File: src/rtl/smw_pkg.sv
package smw_pkg;

   localparam int NUM_THREADS_DEF    = 4;
   localparam int STACK_DEPTH_DEF    = 256;
   localparam int GLOBAL_DEPTH_DEF   = 4096;
   localparam int ADDR_W             = 64;
   localparam int CFG_W              = 3;
   localparam int THREAD_W           = 2;
   localparam logic [CFG_W-1:0] ACTIVE_RESET = 3'd4;

   localparam logic CMD_PUSH = 1'b0;
   localparam logic CMD_POP  = 1'b1;

   typedef struct packed {
      logic accept;
      logic check_hit;
      logic steal_init;
      logic spill_step;
      logic steal_step;
      logic steal_end;
   } dp_cmd_type;

   typedef struct packed {
      logic need_spill;
      logic read_done;
      logic read_zero;
      logic item_active;
      logic steal_none;
      logic move_done;
   } dp_status_type;

endpackage

File: src/rtl/smw_ctrl.sv
module smw_ctrl (
   input  logic                    clock,
   input  logic                    reset,
   input  logic                    req_valid,
   output logic                    req_ready,
   input  logic                    req_command,
   output logic                    rsp_valid,
   input  logic                    rsp_ready,
   output smw_pkg::dp_cmd_type     cmd,
   input  smw_pkg::dp_status_type  status
);
   import smw_pkg::*;

   typedef enum logic [4:0] {
      S_IDLE  = 5'b00001,
      S_CHECK = 5'b00010,
      S_SPILL = 5'b00100,
      S_STEAL = 5'b01000,
      S_RESP  = 5'b10000
   } state_type;

   state_type state_ff, state_in;
   logic pop_ff, pop_in;

   always_comb begin
      state_in = state_ff;
      pop_in = pop_ff;
      cmd = '0;
      req_ready = (state_ff == S_IDLE);
      rsp_valid = (state_ff == S_RESP);
      case (state_ff)
         S_IDLE: begin
            if (req_valid) begin
               cmd.accept = 1'b1;
               pop_in = (req_command == CMD_POP);
               state_in = S_CHECK;
            end
         end
         S_CHECK: begin
            if (!pop_ff) begin
               state_in = status.need_spill ? S_SPILL : S_RESP;
            end else if (!status.item_active) begin
               state_in = S_RESP;
            end else if (status.read_done && !status.read_zero) begin
               cmd.check_hit = 1'b1;
               state_in = S_RESP;
            end else begin
               cmd.steal_init = 1'b1;
               state_in = status.steal_none ? S_RESP : S_STEAL;
            end
         end
         S_SPILL: begin
            if (status.move_done) state_in = S_RESP;
            else cmd.spill_step = 1'b1;
         end
         S_STEAL: begin
            if (status.move_done) begin
               cmd.steal_end = 1'b1;
               state_in = S_RESP;
            end else begin
               cmd.steal_step = 1'b1;
            end
         end
         S_RESP: begin
            if (rsp_ready) state_in = S_IDLE;
         end
         default: state_in = S_IDLE;
      endcase
   end

   always_ff @(posedge clock) begin
      if (reset) begin
         state_ff <= S_IDLE;
         pop_ff <= 1'b0;
      end else begin
         state_ff <= state_in;
         pop_ff <= pop_in;
      end
   end

endmodule

File: config.mk
export PLATFORM = sky130hd
export DESIGN_NAME = smw_ctrl
export DESIGN_NICKNAME = d
export VERILOG_FILES = /design/src/rtl/smw_pkg.sv /design/src/rtl/smw_ctrl.sv
export SDC_FILE = /design/constraint.sdc
export NUM_CORES = 1
export LEC_CHECK = 0
export ABC_AREA = 1
export BUFFER_PORTS_ARGS = -buffer_cell sky130_fd_sc_hd__buf_2
export CORE_AREA = 4 4 41 43
export DETAILED_ROUTE_END_ITERATION = 8
export DIE_AREA = 0 0 45 47
export PLACE_DENSITY_LB_ADDON = 0.25
export SLEW_MARGIN = 20
export SYNTH_ARGS = -nofsm -noshare
export SYNTH_HDL_FRONTEND = slang
export SYNTH_SLANG_ARGS = --single-unit
File: constraint.sdc
create_clock -name clock -period 1.5 [get_ports clock]
set_clock_uncertainty 0.05 [all_clocks]
set_input_delay 0.225 -clock clock [delete_from_list [all_inputs] [get_ports clock]]
set_output_delay 0.225 -clock clock [all_outputs]
set_load 0.02 [all_outputs]
# ---- Word level (Yosys, flattened, before mapping)
# Index checks and enable logic that the tools add are counted.
dict set report word_totals {
  reg_bits 6
  in_bits 11
  output_inout_bits 8
  elab_cells 35
}
dict set report op_classes {
  n_reduce_logical 5
  n_eq_ne 8
  n_mux 20
}
# cell n
set ops {}
lappend ops {{$mux W5} 8}
lappend ops {{$pmux W5 S4} 1}
lappend ops {{$mux W2} 4}
lappend ops {{$mux W1} 7}
lappend ops {{$eq A5 B1 Y1 const B} 1}
lappend ops {{$eq A5 B2 Y1 const B} 1}
lappend ops {{$eq A5 B3 Y1 const B} 1}
lappend ops {{$eq A5 B4 Y1 const B} 1}
lappend ops {{$eq A5 B5 Y1 const B} 1}
lappend ops {{$ne A2 B1 Y1 const B} 2}
lappend ops {{$reduce_and A3 Y1} 1}
lappend ops {{$ne A2 B2 Y1 const B} 1}
lappend ops {{$reduce_and A2 Y1} 1}
lappend ops {{$reduce_or A2 Y1} 1}
lappend ops {{$logic_and A1 B1 Y1} 1}
lappend ops {{$logic_not A1 Y1} 1}

# ---- Logic depth before layout (Yosys ltp)
# Gate-level depths: netlist of the first run.
dict set report depth {
  depth_word 6
  ltp_mapped 9
  mapped_depth_nobuf 9
}

# ---- Worst setup path after synthesis of the first run
# OpenSTA, ideal clock, no wires.
dict set report synth_path {
  path_type {reg-to-output}
  from {register state_ff[2]}
  to {output cmd[4] in the netlist's numbering}
  n_path_buf 0
  arrival_time_ps 1083
  setup_slack_ps 142
  stages_incl_launch_ff 4
  required_time_ps 1225
  cell_sequence {dfxtp_1 > nor2_4 > nand4_2 > nor3_1}
}
# item line
set synth_rtl {}
lappend synth_rtl {{from (decl)} smw_ctrl.sv:22} ;# state_type state_ff, state_in;
lappend synth_rtl {{from (signal assigned)} smw_ctrl.sv:76} ;# state_ff <= state_in;
lappend synth_rtl {{to (decl)} smw_ctrl.sv:9} ;# output smw_pkg::dp_cmd_type cmd,

==> impl_metrics.csv, run 1 <==
group,metric,value,unit
synthesis,synth_edf_count,0,
synthesis,yosys_most_used_dff,"dfxtp_1",
drt,route.detailed.drc,0,
setup_path,cp_data_arrival_time,1.18,ns
placed_design,place_ws,0.216,ns
setup_path,start_kind,"register",
synthesis,ys_warn_count,0,
layout,nNetsFinal,109,
setup_path,cp.required,1.22,ns
setup_path,critPathCaptureType,"output port",
drt,dr.pass1.iters,4,
die,die_x,45,um
sta,slew_headroom,85.7,%
drt,wl,1150,um
grt,grt_pass1_vias,458,
layout,finish.instance_area,657,um^2
sta,worst_slack,0.0498,ns
grt,grt-ovfl-total,0,
power,power_density,1560,nW/um^2
grt,grt_max_degree,7,
layout,final.fill_count,143,
die,dieHeight,47,um
min_path,hold_path_class,"input port to register",
drt,vias,523,
grt,antenna_found_initial,0,
synthesis,synthAdderAreaFrac,0,%
sta,rsz0062_at_grt,"yes",
clocking,cts.clk_slew.worst_paths,0.04,ns
setup_path,cp-startpoint,"state_ff[2]",
power,power,0.00102,W
placed_design,dpl.hpwl,833,um
synthesis,syn_area_per_cell,6.24,um^2
synthesis,ys_seq_elements,6,
sta,max_freq,690,MHz
clocking,cts_root_buf,"clkbuf_4",
sta,worst_pin_slew,0.213,ns
clocking,clock_sinks,6,
clocking,cts_max_level,1,
clocking,cts_tree,"done",
drt,avgViaCountPerCell,4.71,
synthesis,synth_top_area_share,27.9,%
sta,finalCritPeriodShare,96.7,%
synthesis,synth_cells,69,
synthesis,synth_area,430,um^2
placed_design,dp_cells,102,
synthesis,synthMuxAreaShare,0,%
synthesis,netlist_top_cells_count,"nand2_1 (15), inv_1 (12), nor2_1 (10)",
layout,drive_above_1_share,45.8,%
power,peakVddDrop,873,uV
synthesis,synth_xor_xnor_area_share,0,%
layout,diodes,0,
grt,grt_usage,12.7,%
sta,final_hold_viol_count,0,
layout,area_growth,52.6,%
die,num_rows,13,
synthesis,synth-compound-area-share,6.10,%
clocking,cts_buffers,3,
synthesis,synth_top_family_by_area,"simple AND/OR/NAND/NOR gates",
power,cellLeakagePower,0.345,nW
outcome,status,"finished, final reports clean",
drt,wire_per_inst,10.4,um
placed_design,place_area,539,um^2
placed_design,place.gp.congestion,0.729,
synthesis,synth_simple_gate_area_share,53.8,%
layout,multiInputGateArea,289,um^2
layout,area.sequential,126,um^2
synthesis,syn_nets,80,
synthesis,yosysTopAreaCell,"dfxtp_1",
sta,finalCriticalPeriod,1.45,ns
sta,holdWs,0.115,ns
run,maxCapViolations,0,
setup_path,crit_fanout,4,
synthesis,ys_types,19,
sta,maxSlewViolCount,0,
min_path,worstHoldPathCells,2,
synthesis,synthArstFlopShare,0,%
synthesis,yosysSeqAreaShare,27.9,%
setup_path,rr_worst_depth,6,
die,core_area,1300,um^2
min_path,hold_path_startpoint,"reset",
die,io_pins,19,
die,start_util,33.1,%
clocking,clk-insertion-delay-late,0.25,ns
setup_path,path_class,"register to output port",
drt,dr.first_iter.drc_count,5,
placed_design,port_buffers,18,
layout,final_cells,111,
die,die-area,2120,um^2
grt,grt_pass1_wl,1900,um
synthesis,yosys.cell_count.top_type,"nand2_1",
sta,setup_viol,0,
setup_path,r2r_start,"state_ff[2]",
synthesis,synthTopCellsByArea,"dfxtp_1 (28%), nand2_1 (13%), inv_1 (10%), nor2_1 (8.7%), nor3_1 (8.1%)",
drt,ant_nets,0,
clocking,clock_path_buffers,2,
## worst max-delay path: stages (launching register included)
cell	delay, ns
dfxtp_2	0.33
nor2_4	0.18
nand4_4	0.14
nor3_2	0.12
buf_4	0.16
## cell type report
type                    instances  area share [%]
repair buffers                 24            22.1
flip-flops and latches          6            19.2
well taps                      15            2.86
clock buffers                   3            3.43
inverters                      14            8.38
multi-input cells              49            44.0
## placed cells by master (no fill, tap or decap)
cell type	Yosys	final
nand2_1	15	15
buf_2	0	14
inv_1	12	12
buf_4	0	10
nor2_1	10	9
nor3_1	7	6
nor2_4	1	3
clkbuf_4	0	3
dfxtp_1	6	3
nor2_2	3	2
dfxtp_2	0	2
inv_2	2	1
inv_4	0	1
nand3_2	1	1
nand3_1	1	1
nand4_4	0	1
nand2_4	0	1
nor4_1	1	1
nor3_2	0	1
a21oi_2	1	1
nand4_1	1	1
nand4_2	2	1
nand2_2	2	1
o21bai_1	1	1
nand3b_1	1	1
o21ai_0	1	1
a21oi_1	1	1
dfxtp_4	0	1
## state kept, by name, indices dropped and copies added (netlist names)
register and flops:
state_ff 5, pop_ff 1
## cell families after synthesis
logic type      Yosys count
compound gates            4
simple gates             45
buf+inv                  14
flops                     6
## worst paths after layout
path | endpoint | slack (ns)
worst min-delay path | state_ff[1] | 0.11
worst max register to register | state_ff[4] | 0.20
worst min register to register | pop_ff | 0.51
worst max-delay path | cmd[4] | 0.05
## repair_timing
item	4_1_cts	5_1_grt
gates resized for setup	2	13
hold buffers	0	0
setup buffers	4	2
setup endpoints to repair	2	7
pin swaps	1	3
## per-stage QoR
step	TNS, ns	util (%)
global placement	0	41.4
floorplan	0	-
CTS	-0.00287	46.3
global route	-0.0636	50.5
detailed placement	0	41.4
finish	0	50.5
## report_power, final
part | internal (W) | leakage, nW | switching, W | total, W
combinational | 0.000247 | 0.281 | 0.000350 | 0.000598
sequential | 0.000212 | 0.0502 | 0.0000604 | 0.000273
clock | 0.0000907 | 0.0138 | 0.0000610 | 0.000152
## routing by layer
layer  global-route usage [%]  routed length [um]  vias to the layer above
met5                        0                   0                        -
met3                     4.98                  81                        3
met4                     7.02                  20                        0
met1                     16.0                 499                      229
met2                     18.6                 549                       15
li1                         -                   -                      276
(Power assumes the default switching activity.)
==> inputs of run 2 (changes only) <==
GPL_TIMING_DRIVEN = 0   (was default)
MAX_ROUTING_LAYER = met4   (was default)
==> impl_metrics.csv, run 2 (same netlist as run 1, synthesis figures left out) <==
group,metric,value,unit
outcome,status,"finished, final reports clean",
sta,max_freq,672,MHz
placed_design,place_area,539,um^2
setup_path,path_cells,"nor2_4, nand4_4, nor3_2, buf_4",
drt,dr.pass1.iters,4,
setup_path,start_kind,"register",
drt,vias,528,
placed_design,place_ws,0.216,ns
drt,route.detailed.drc,0,
placed_design,dpl.hpwl,841,um
layout,layout_common_cells,"nand2_1 (15), buf_2 (14), inv_1 (12), nor2_1 (10), buf_4 (8)",
clocking,cts.clk_slew.worst_paths,0.05,ns
sta,finalCritPeriodShare,99.2,%
layout,drive_above_1_share,44.7,%
die,start_util,33.1,%
grt,grt-ovfl-total,0,
sta,maxSlewViolCount,0,
clocking,clock_path_buffers,2,
clocking,cts_buffers,3,
layout,finish.instance_area,643,um^2
setup_path,slowest_stage,"dfxtp_2",
run,maxCapViolations,0,
die,io_pins,19,
die,dieHeight,47,um
sta,slew_headroom,85.3,%
setup_path,cp.buffers_inverters,1,
clocking,clock_sinks,6,
die,die_x,45,um
drt,wire_per_inst,11.2,um
setup_path,cp.required,1.22,ns
drt,dr.first_iter.drc_count,10,
sta,setup_viol,0,
layout,top_register,"state_ff",
min_path,hold_path_class,"input port to register",
setup_path,cp.depth,4,
layout,nNetsFinal,107,
clocking,clk-insertion-delay-late,0.25,ns
layout,diodes,0,
setup_path,path_class,"register to output port",
drt,ant_nets,0,
sta,final_hold_viol_count,0,
grt,grt_max_degree,7,
sta,finalCriticalPeriod,1.49,ns
drt,wl,1220,um
grt,grt_pass1_wl,1810,um
setup_path,critPathCaptureType,"output port",
power,peakVddDrop,803,uV
setup_path,ff2ff_setup_slack,0.20,ns
setup_path,cp_slowest_stage_delay,0.33,ns
power,power_density,1530,nW/um^2
layout,final_common_cell,"nand2_1",
grt,grt_pass1_vias,450,
clocking,cts_tree,"done",
setup_path,path_delay_family,"simple AND/OR/NAND/NOR gates",
grt,grt_usage,12.3,%
sta,worst_pin_slew,0.219,ns
die,die-area,2120,um^2
placed_design,port_buffers,18,
setup_path,r2r_start,"state_ff[2]",
setup_path,cp-endpoint,"cmd[4]",
layout,largest_reg_flops,5,
setup_path,rr_worst_depth,9,
layout,area_growth,49.4,%
die,num_rows,13,
setup_path,cp-startpoint,"state_ff[2]",
setup_path,cp_data_arrival_time,1.21,ns
die,core_area,1300,um^2
clocking,cts_max_level,1,
grt,antenna_found_initial,0,
sta,worst_slack,0.0120,ns
setup_path,crit_fanout,5,
power,cellLeakagePower,0.333,nW
placed_design,place.gp.congestion,0.812,
setup_path,r2r-end,"state_ff[3]",
clocking,cts_root_buf,"clkbuf_4",
sta,rsz0062_at_grt,"yes",
layout,top_regs,"state_ff (5), pop_ff (1)",
drt,avgViaCountPerCell,4.84,
## run 2: stage by stage
stage	setup TNS (ns)	instances	hold WS (ns)	utilization (%)	power [W]
after floorplan	0	69	0.244	-	0.000601
after global placement	0	102	0.367	41.4	0.000702
after detailed placement	0	102	0.372	41.4	0.000713
after CTS	-0.0224	107	0.112	45.1	0.000916
after global routing	-0.133	109	0.121	49.4	0.00107
final	0	109	0.112	49.4	0.000985
## run 2: report_power, final
group          switching (W)  internal (W)  total (W)
registers          0.0000659      0.000214   0.000280
clock network      0.0000679     0.0000912   0.000159
logic               0.000338      0.000208   0.000546
## run 2: how the worst min path moves through the flow
stage                     slack, ns   from  cells past startpoint     endpoint
after floorplan                0.24  reset                      1  state_ff[2]
after global placement         0.37  reset                      2  state_ff[2]
after detailed placement       0.37  reset                      2  state_ff[2]
after CTS                      0.11  reset                      2  state_ff[2]
after global routing           0.12  reset                      2  state_ff[1]
final                          0.11  reset                      2  state_ff[2]
## run 2: per-layer routing
| layer | vias up | track usage (%) | part of all wire [%] |
|---|---|---|---|
| met5 | - | - | 0 |
| met4 | 0 | 7.02 | 2.5 |
| met3 | 4 | 2.30 | 7.0 |
| met2 | 18 | 19.2 | 49 |
| met1 | 233 | 14.8 | 41 |
| li1 | 273 | - | - |
## run 2: what timing repair did
action | CTS | global route
pin swaps | 1 | 2
hold buffers | 0 | 0
endpoints found under the setup margin | 2 | 7
setup buffers | 2 | 2
resized for setup | 2 | 13
## run 2: final cells by class
type | instances | area [um^2]
inverters | 14 | 55.1
clock buffers | 3 | 22.5
multi-input cells | 49 | 289
repair buffers | 22 | 130
fillers | 136 | 658
flip-flops and latches | 6 | 128
well taps | 15 | 18.8
## run 2: worst reg2reg max path: stages (launching register included)
cell,delay [ns]
dfxtp_2,0.33
nor2_4,0.20
buf_4,0.15
nand4_2,0.11
nand2_1,0.09
inv_1,0.05
nand2_2,0.08
nand2_1,0.05
nand2_1,0.05
nor2_1,0.03
